**src/rtl/mrfe_pkg.sv**
```systemverilog
// ----------------------------------------------------------------------------
// Motor request frame encoder package
// Command and frame beat types, command codes, identifier type codes and the
// constants of the set-point coders.
// ----------------------------------------------------------------------------
package mrfe_pkg;

	typedef struct packed {
		logic [3:0]         command;
		logic [7:0]         motor_node_id;
		logic [7:0]         new_node_id;
		logic [7:0]         baud_code;
		logic [15:0]        param_index;
		logic [31:0]        param_value;
		logic signed [31:0] torque_target;
		logic signed [31:0] position_target;
		logic signed [31:0] velocity_target;
		logic signed [31:0] stiffness_gain;
		logic signed [31:0] damping_gain;
	} mrfe_cmd_t;

	typedef struct packed {
		logic [28:0] frame_id;
		logic [3:0]  frame_length;
		logic [63:0] frame_payload;
		logic        bad_command;
	} mrfe_frame_t;

	localparam logic [3:0] CMD_DEVID    = 4'd0;
	localparam logic [3:0] CMD_OPCTRL   = 4'd1;
	localparam logic [3:0] CMD_STOP     = 4'd2;
	localparam logic [3:0] CMD_CLRFAULT = 4'd3;
	localparam logic [3:0] CMD_ENABLE   = 4'd4;
	localparam logic [3:0] CMD_CHGID    = 4'd5;
	localparam logic [3:0] CMD_ZERO     = 4'd6;
	localparam logic [3:0] CMD_FAULT    = 4'd7;
	localparam logic [3:0] CMD_BAUD     = 4'd8;
	localparam logic [3:0] CMD_RDPARAM  = 4'd9;
	localparam logic [3:0] CMD_WRPARAM  = 4'd10;

	localparam logic [4:0] TYPE_DEVID   = 5'd0;
	localparam logic [4:0] TYPE_OPCTRL  = 5'd1;
	localparam logic [4:0] TYPE_ENABLE  = 5'd3;
	localparam logic [4:0] TYPE_STOP    = 5'd4;
	localparam logic [4:0] TYPE_ZERO    = 5'd6;
	localparam logic [4:0] TYPE_CHGID   = 5'd7;
	localparam logic [4:0] TYPE_RDPARAM = 5'd17;
	localparam logic [4:0] TYPE_WRPARAM = 5'd18;
	localparam logic [4:0] TYPE_FAULT   = 5'd21;
	localparam logic [4:0] TYPE_BAUD    = 5'd22;

	localparam logic [3:0] LEN_NONE = 4'd0;
	localparam logic [3:0] LEN_FULL = 4'd8;
	localparam logic [7:0] FLAG_ON  = 8'h01;

	// Set-points in order: torque, position, velocity, kp, kd.
	// Span is DIV * 2**(SHIFT-1) with DIV odd; RECIP is floor(2**M_W / DIV).
	localparam int SP_N   = 5;
	localparam int SP_D_W = 25;
	localparam int SP_N_W = 42;
	localparam int SP_R_W = 17;
	localparam int SP_LO    [SP_N] = '{-786432, -823550, -1966080, 0, 0};
	localparam int SP_HI    [SP_N] = '{786432, 823550, 1966080, 32768000, 327680};
	localparam int SP_SHIFT [SP_N] = '{20, 3, 19, 19, 17};
	localparam int SP_DIV   [SP_N] = '{3, 411775, 15, 125, 5};
	localparam int SP_M_W   [SP_N] = '{18, 35, 20, 23, 19};
	localparam int SP_RECIP [SP_N] = '{87381, 83442, 69905, 67108, 104857};

endpackage

```
**src/rtl/motor_request_frame_encoder.sv**
```systemverilog
// ----------------------------------------------------------------------------
// Motor request frame encoder
// Turns one command beat into one extended-ID CAN request frame for a servo
// motor, with set-point coding for operation control.
// ----------------------------------------------------------------------------
// The block takes one command beat per cycle unless the output stalls, and
// passes its frame beat through an input register, a register after the clip and
// offset of each set-point, a register after the reciprocal multiply, and the
// result register after the remainder correction. Set-point division by the
// range is done by constant reciprocal multiply and one correction step. The
// stages stall together from the output back, so a waiting result never holds
// up an earlier stage that still has room.
module motor_request_frame_encoder
	import mrfe_pkg::*;
(
	input  logic        clk,
	input  logic        arst_n,
	input  logic        cfg_valid,
	output logic        cfg_ready,
	input  logic [7:0]  cfg_data,
	input  logic        cmd_valid,
	output logic        cmd_ready,
	input  mrfe_cmd_t   cmd,
	output logic        frame_valid,
	input  logic        frame_ready,
	output mrfe_frame_t frame
);

	logic [7:0] host_q;

	logic        v_s1, v_s2, v_s3;
	logic        acc_s1, acc_s2, acc_s3, acc_o;
	mrfe_cmd_t   cmd_s1;
	mrfe_frame_t base_s1, base_s2, base_s3;
	logic        op_s1, op_s2, op_s3;
	logic signed [31:0] sp_s1 [SP_N];
	logic [15:0] code [SP_N];
	mrfe_frame_t frame_d;

	assign cfg_ready = 1'b1;

	always_ff @(posedge clk or negedge arst_n) begin
		if (!arst_n) begin
			host_q <= '0;
		end else if (cfg_valid) begin
			host_q <= cfg_data;
		end
	end

	assign acc_o     = !frame_valid || frame_ready;
	assign acc_s3    = !v_s3 || acc_o;
	assign acc_s2    = !v_s2 || acc_s3;
	assign acc_s1    = !v_s1 || acc_s2;
	assign cmd_ready = acc_s1;

	always_ff @(posedge clk or negedge arst_n) begin
		if (!arst_n) begin
			v_s1        <= 1'b0;
			v_s2        <= 1'b0;
			v_s3        <= 1'b0;
			frame_valid <= 1'b0;
		end else begin
			if (acc_s1) v_s1 <= cmd_valid;
			if (acc_s2) v_s2 <= v_s1;
			if (acc_s3) v_s3 <= v_s2;
			if (acc_o)  frame_valid <= v_s3;
		end
	end

	always_ff @(posedge clk) begin
		if (acc_s1) cmd_s1 <= cmd;
		if (acc_s2) begin
			base_s2 <= base_s1;
			op_s2   <= op_s1;
		end
		if (acc_s3) begin
			base_s3 <= base_s2;
			op_s3   <= op_s2;
		end
		if (acc_o) frame <= frame_d;
	end

	// Fixed part of the frame
	always_comb begin
		base_s1               = '0;
		base_s1.frame_length  = LEN_FULL;
		base_s1.frame_id[7:0] = cmd_s1.motor_node_id;
		base_s1.frame_id[15:8] = host_q;
		op_s1                 = 1'b0;
		case (cmd_s1.command)
			CMD_DEVID: begin
				base_s1.frame_id[28:24] = TYPE_DEVID;
				base_s1.frame_length    = LEN_NONE;
			end
			CMD_OPCTRL: begin
				base_s1.frame_id[28:24] = TYPE_OPCTRL;
				base_s1.frame_id[15:8]  = '0;
				op_s1                   = 1'b1;
			end
			CMD_STOP: begin
				base_s1.frame_id[28:24] = TYPE_STOP;
			end
			CMD_CLRFAULT: begin
				base_s1.frame_id[28:24]      = TYPE_STOP;
				base_s1.frame_payload[63:56] = FLAG_ON;
			end
			CMD_ENABLE: begin
				base_s1.frame_id[28:24] = TYPE_ENABLE;
			end
			CMD_CHGID: begin
				base_s1.frame_id[28:24]      = TYPE_CHGID;
				base_s1.frame_id[23:16]      = cmd_s1.new_node_id;
				base_s1.frame_payload[63:56] = FLAG_ON;
			end
			CMD_ZERO: begin
				base_s1.frame_id[28:24]      = TYPE_ZERO;
				base_s1.frame_payload[63:56] = FLAG_ON;
			end
			CMD_FAULT: begin
				base_s1.frame_id[28:24] = TYPE_FAULT;
			end
			CMD_BAUD: begin
				base_s1.frame_id[28:24]      = TYPE_BAUD;
				base_s1.frame_payload[63:56] = cmd_s1.baud_code;
			end
			CMD_RDPARAM: begin
				base_s1.frame_id[28:24]      = TYPE_RDPARAM;
				base_s1.frame_payload[63:48] = {cmd_s1.param_index[7:0],
					cmd_s1.param_index[15:8]};
			end
			CMD_WRPARAM: begin
				base_s1.frame_id[28:24]      = TYPE_WRPARAM;
				base_s1.frame_payload[63:48] = {cmd_s1.param_index[7:0],
					cmd_s1.param_index[15:8]};
				base_s1.frame_payload[31:0]  = {cmd_s1.param_value[7:0],
					cmd_s1.param_value[15:8], cmd_s1.param_value[23:16],
					cmd_s1.param_value[31:24]};
			end
			default: begin
				base_s1             = '0;
				base_s1.bad_command = 1'b1;
			end
		endcase
	end

	assign sp_s1[0] = cmd_s1.torque_target;
	assign sp_s1[1] = cmd_s1.position_target;
	assign sp_s1[2] = cmd_s1.velocity_target;
	assign sp_s1[3] = cmd_s1.stiffness_gain;
	assign sp_s1[4] = cmd_s1.damping_gain;

	for (genvar c = 0; c < SP_N; c++) begin : g_sp
		localparam int LO    = SP_LO[c];
		localparam int HI    = SP_HI[c];
		localparam int SPAN  = HI - LO;
		localparam int SHIFT = SP_SHIFT[c];
		localparam int DIV   = SP_DIV[c];
		localparam int MW    = SP_M_W[c];
		localparam int RECIP = SP_RECIP[c];

		logic signed [31:0]       clip;
		logic [SP_D_W-1:0]        d;
		logic [SP_N_W-1:0]        n;
		logic [MW-1:0]            m_s2, m_s3;
		logic [MW+SP_R_W-1:0]     prod;
		logic [15:0]              qe_s3;
		logic [MW+16-1:0]         qs;
		logic [MW-1:0]            r;
		logic [16:0]              qinc;

		// Clip, offset to zero, then 2*d*65535 + span
		always_comb begin
			if (sp_s1[c] < LO) begin
				clip = 32'(LO);
			end else if (sp_s1[c] > HI) begin
				clip = 32'(HI);
			end else begin
				clip = sp_s1[c];
			end
		end

		assign d = SP_D_W'(clip - 32'(LO));
		assign n = (SP_N_W'(d) << 17) - (SP_N_W'(d) << 1) + SP_N_W'(SPAN);

		assign prod = (MW+SP_R_W)'(m_s2) * (MW+SP_R_W)'(RECIP);

		always_ff @(posedge clk) begin
			if (acc_s2) m_s2 <= n[SHIFT +: MW];
			if (acc_s3) begin
				m_s3  <= m_s2;
				qe_s3 <= prod[MW +: 16];
			end
		end

		// Estimate is exact or one short
		assign qs      = (MW+16)'(qe_s3) * (MW+16)'(DIV);
		assign r       = m_s3 - qs[MW-1:0];
		assign qinc    = 17'(qe_s3) + 17'd1;
		assign code[c] = (r >= MW'(DIV)) ? qinc[15:0] : qe_s3;
	end

	always_comb begin
		frame_d = base_s3;
		if (op_s3) begin
			frame_d.frame_id[23:8] = code[0];
			frame_d.frame_payload  = {code[1], code[2], code[3], code[4]};
		end
	end

endmodule
```
**config.mk**
```make
export PLATFORM = sky130hd
export DESIGN_NAME = motor_request_frame_encoder
export DESIGN_NICKNAME = d
export VERILOG_FILES = /design/src/rtl/mrfe_pkg.sv /design/src/rtl/motor_request_frame_encoder.sv
export SDC_FILE = /design/constraint.sdc
export NUM_CORES = 2
export LEC_CHECK = 0
export BUFFER_PORTS_ARGS = -buffer_cell sky130_fd_sc_hd__buf_2
export CAP_MARGIN = 20
export CORE_ASPECT_RATIO = 1.5
export CORE_MARGIN = 5
export CORE_UTILIZATION = 70
export CTS_BUF_LIST = sky130_fd_sc_hd__clkbuf_8
export DETAILED_ROUTE_END_ITERATION = 8
export PLACE_DENSITY = 0.89
export SKIP_LAST_GASP = 1
export SYNTH_ARGS = -nofsm -noshare
export SYNTH_HDL_FRONTEND = slang
export SYNTH_SLANG_ARGS = --single-unit
```
**constraint.sdc**
```tcl
create_clock -name clk -period 22.8 [get_ports clk]
set_input_delay 2.28 -clock clk [delete_from_list [all_inputs] [get_ports clk]]
set_output_delay 2.28 -clock clk [all_outputs]
set_load 0.02 [all_outputs]
```
==> results by stage <==
CTS:
- Once the clock tree was built, the setup fixing pass inserted 0 buffers.
- The number of clock buffers added by TritonCTS is 130.
- The hold buffer count at CTS is 0.
- TritonCTS built the clock tree.
- The clock tree synthesis step divided the H-tree into 4 levels.
- The total of cells resized after clock tree synthesis is 0.
- The clock insertion delay at the later pin of the skew report is 0.89 ns.
- The clock drives 810 sinks.
- The clock tree root driver cell is sky130_fd_sc_hd__clkbuf_8.
- The buffer depth of the longest clock path is 3.
- After clock tree synthesis, the clock-pin slew on the worst setup and hold paths is 0.06 ns.

Placement:
- The count of buffers from port buffering is 344.
- The congestion estimate from routability-driven global placement came to 1.005.
- The estimated wirelength of the detail-placed design is 153,600 µm.

Synth:
- The yosys synthesis warning count is 0.
- After synthesis, the largest family of logic cells by area is adder cells.
- The simple logic cell fraction of the synthesized area is 7.776%.
- The post-synthesis cell type count is 96.
- The main flop type after synthesis is sky130_fd_sc_hd__edfxtp_1.
- After synthesis, the mean cell area works out to 11.22 µm².
- The share of async-settable or async-resettable flops after synthesis is 1.481%.
- The adder-cell share of the synthesized area is 40.81%.
- The number of synthesized flops with an enable pin is 798.
- The number of synthesized register bits is 810.
- The mapped netlist covers 76,350 µm².
- After technology mapping, the gate count stands at 6,806.
- Summing the areas of all compound-gate instances in the mapped netlist gives 8.275% of the synthesized area.
- The mux contribution to synthesized area is 0.5260%.
- The xor/xnor share of the synthesized area is 3.689%.
- The share of synthesized area occupied by flip-flops and latches is 31.78%.

Hold path:
- The tightest min-delay check is of the flip-flop to flip-flop type.

STA:
- For the pin with the worst max-slew slack, the measured transition is 1.177 ns.
- The worst slew margin relative to its limit is 21.55%.
- The number of hold violations in the final report is 0.
- The max-slew violation total from the final report was 0.
- Setup violations remaining at the end of the flow were counted as 0.
- The upper clock frequency limit is 120.0 MHz.
- Adding up every negative setup slack in the final design gives 0 ns.
- The worst path uses 36.54% of the clock period.
- Setup repair after global routing left no endpoint under its margin.
- The post-route minimum period is 8.331 ns.
- The worst setup skew after layout is 0.04792 ns.

Layout:
- The final-layout fill cell count is 7,068.
- The share of final-layout standard cells stronger than drive strength 1 is 8.526%.
- The most frequent standard cell in the layout excluding fill and tap cells is sky130_fd_sc_hd__inv_1.
- The area growth from synthesis to layout is 7.995%.
- The storage element area is 24,260 µm².
- Leaving out fill and tap cells, the most frequent cells in the layout are sky130_fd_sc_hd__inv_1, sky130_fd_sc_hd__ha_1, sky130_fd_sc_hd__edfxtp_1.
- The area occupied by multi-input gates is 46,740 µm².
- After the last flow step, the layout net total stands at 9,543.

Critical path:
- The critical path launch point type is a flip-flop.
- The highest net fanout along the worst path is 19.
- The data arrival at the endpoint of the critical path is 8.95 ns.
- The setup path with the least slack is of type flip-flop to flip-flop.
- STA classifies the critical path endpoint as a flip-flop.
- For the worst setup path, the data required time is 23.42 ns.

Route:
- The via total after detailed routing is 52.59k.
- The first TritonRoute pass finished after 8 iterations.
- The via-per-instance ratio is 5.981.
- The count of nets left with antenna violations once routing finished came out at 0.
- The average routed wire per standard cell is 21.34 µm.
- After the first detailed-routing iteration, the DRC count stood at 3,504.
- The detailed-route DRC error count is 0.
- Summed over all layers, the routed wires come to 187,700 µm.

Floorplanning:
- The region available for standard cell placement spans 108,500 µm².
- The width of the die is 279.7 µm.
- The total die area is 115,900 µm².
- The number of top-level design ports is 350.
- The initial core utilization is 70.36%.
- In this run the vertical extent of the chip is 414.5 µm.
- The number of placement rows is 148.

Global routing:
- The global-route congestion overflow total is 0.
- The via count of the first global-routing pass came to 57.14k.
- The first-pass GRT wire length is 297,700 µm.
- The global-route usage over all layers is 32.79%.
- The number of antenna violations at the first check in global routing came to 20.
- The pin count of the biggest net entering global routing is 132.

Status:
- The run finished with clean final reports.

Job:
- The number of max-cap violations is 0.
-- cells by family after synthesis --
| family | after synthesis |
|---|---|
| adders and majority gates | 2033 |
| and+or+nand+nor | 1186 |
| buffers and inverters | 1443 |
| other | 2 |
| AOI/OAI and AO/OA | 974 |
| muxes | 38 |
| DFF | 810 |
| xor gates and xnor gates | 320 |
-- worst max-delay path, stage by stage (launching register included) --
cell and delay (ns):
sky130_fd_sc_hd__edfxtp_1 0.76, sky130_fd_sc_hd__inv_1 0.22, sky130_fd_sc_hd__fa_1 0.69, sky130_fd_sc_hd__inv_1 0.13, sky130_fd_sc_hd__fa_1 0.50, sky130_fd_sc_hd__ha_1 0.14
sky130_fd_sc_hd__inv_1 0.05, sky130_fd_sc_hd__fa_1 0.48, sky130_fd_sc_hd__fa_1 0.48, sky130_fd_sc_hd__inv_1 0.05, sky130_fd_sc_hd__fa_1 0.53, sky130_fd_sc_hd__inv_1 0.04
sky130_fd_sc_hd__ha_1 0.34, sky130_fd_sc_hd__inv_2 0.07, sky130_fd_sc_hd__o31ai_4 0.35, sky130_fd_sc_hd__nor4_1 0.11, sky130_fd_sc_hd__a21oi_1 0.33, sky130_fd_sc_hd__nor3_1 0.13
sky130_fd_sc_hd__o31ai_1 0.57, sky130_fd_sc_hd__o221ai_1 0.23, sky130_fd_sc_hd__mux2_1 0.32, sky130_fd_sc_hd__or4_4 0.47, sky130_fd_sc_hd__nor3_4 0.67, sky130_fd_sc_hd__xnor2_1 0.11
sky130_fd_sc_hd__mux2_2 0.28
-- cell usage after synthesis (11+ instances only) --
library cell / n / area share, %
sky130_fd_sc_hd__a31oi_1: 50 / 0.41
sky130_fd_sc_hd__a21boi_0: 15 / 0.15
sky130_fd_sc_hd__a21o_1: 101 / 0.99
sky130_fd_sc_hd__and3_1: 55 / 0.45
sky130_fd_sc_hd__nand2b_1: 42 / 0.34
sky130_fd_sc_hd__fa_1: 762 / 20
sky130_fd_sc_hd__or2_2: 29 / 0.24
sky130_fd_sc_hd__o21bai_1: 49 / 0.48
sky130_fd_sc_hd__and2_1: 96 / 0.79
sky130_fd_sc_hd__nor4_1: 39 / 0.32
sky130_fd_sc_hd__ha_1: 1271 / 21
sky130_fd_sc_hd__nand4_1: 52 / 0.43
sky130_fd_sc_hd__nand2_1: 256 / 1.3
sky130_fd_sc_hd__nor2b_1: 38 / 0.31
sky130_fd_sc_hd__nor3_1: 77 / 0.50
sky130_fd_sc_hd__nand3_1: 96 / 0.63
sky130_fd_sc_hd__or4_1: 18 / 0.18
sky130_fd_sc_hd__mux2i_1: 21 / 0.28
sky130_fd_sc_hd__a211oi_1: 24 / 0.24
sky130_fd_sc_hd__or3_1: 38 / 0.31
sky130_fd_sc_hd__o31ai_1: 26 / 0.26
sky130_fd_sc_hd__xnor2_1: 238 / 2.7
sky130_fd_sc_hd__dfrtp_1: 12 / 0.39
sky130_fd_sc_hd__nor3b_1: 12 / 0.12
sky130_fd_sc_hd__o21a_1: 39 / 0.38
sky130_fd_sc_hd__mux2_2: 15 / 0.22
sky130_fd_sc_hd__o2111ai_1: 16 / 0.18
sky130_fd_sc_hd__o211ai_1: 31 / 0.30
sky130_fd_sc_hd__o21ai_1: 16 / 0.10
sky130_fd_sc_hd__o22ai_1: 11 / 0.090
sky130_fd_sc_hd__o21ai_0: 146 / 0.96
sky130_fd_sc_hd__a21oi_1: 310 / 2.0
sky130_fd_sc_hd__clkbuf_1: 48 / 0.24
sky130_fd_sc_hd__o221ai_1: 12 / 0.14
sky130_fd_sc_hd__a211o_1: 14 / 0.16
sky130_fd_sc_hd__inv_1: 1385 / 6.8
sky130_fd_sc_hd__edfxtp_1: 798 / 31
sky130_fd_sc_hd__nor2_1: 304 / 1.5
sky130_fd_sc_hd__xor2_1: 81 / 0.93
-- cell type report --
type / instances / area share, %
Clock buffer: 132 / 2.203
Tap cell: 1425 / 2.162
Sequential cell: 810 / 29.43
Multi-Input combinational cell: 4568 / 56.68
Inverter: 1387 / 6.317
Clock inverter: 93 / 0.8619
Timing Repair Buffer: 364 / 2.309
Antenna cell: 14 / 0.04249
-- path summary, 6_finish.rpt --
path / cells past startpoint / from / slack, ns / end
worst max register to register: 24 / g_sp[1].qe_s3[6] / 14.47 / frame[49]
worst max-delay path: 24 / g_sp[1].qe_s3[6] / 14.47 / frame[49]
max in group asynchronous: 1 / arst_n / 21.29 / host_q[7]
min in group asynchronous: 1 / arst_n / 1.28 / host_q[3]
worst min-delay path: 0 / base_s2[85] / 0.40 / base_s3[85]
worst min register to register: 0 / base_s2[85] / 0.40 / base_s3[85]
-- routing by layer --
layer  routed length, µm  track usage [%]  vias to the layer above
met5                  17                0                        -
li1                    -                -                    24020
met4               13040            19.60                        2
met3               10950            5.054                      705
met2               98280            59.17                     2066
met1               65370            36.34                    25790
-- per-stage QoR --
stage | util (%) | worst slack (ns) | area [µm²] | hold WS [ns] | instances
floorplan | - | 10.73 | 76410 | 0.4003 | 6821
global placement | 73.59 | 14.70 | 79850 | 0.4003 | 8551
detailed placement | 73.59 | 14.57 | 79850 | 0.4045 | 8551
CTS | 75.92 | 14.57 | 82380 | 0.3992 | 8776
global route | 75.99 | 14.15 | 82460 | 0.4067 | 8792
finish | 75.99 | 14.47 | 82460 | 0.4019 | 8793
-- state kept, by name, indices dropped and copies added, names as in the netlist, 8 cells and up --
name / count
g_sp.m_s3: 115
g_sp.qe_s3: 80
cmd_s1: 236
base_s2: 78
base_s3: 78
g_sp.m_s2: 115
frame: 94
host_q: 8
Power is left out: the tool's default activity adds up to more than one toggle a clock period on the data nets, which glitch-free logic cannot reach.
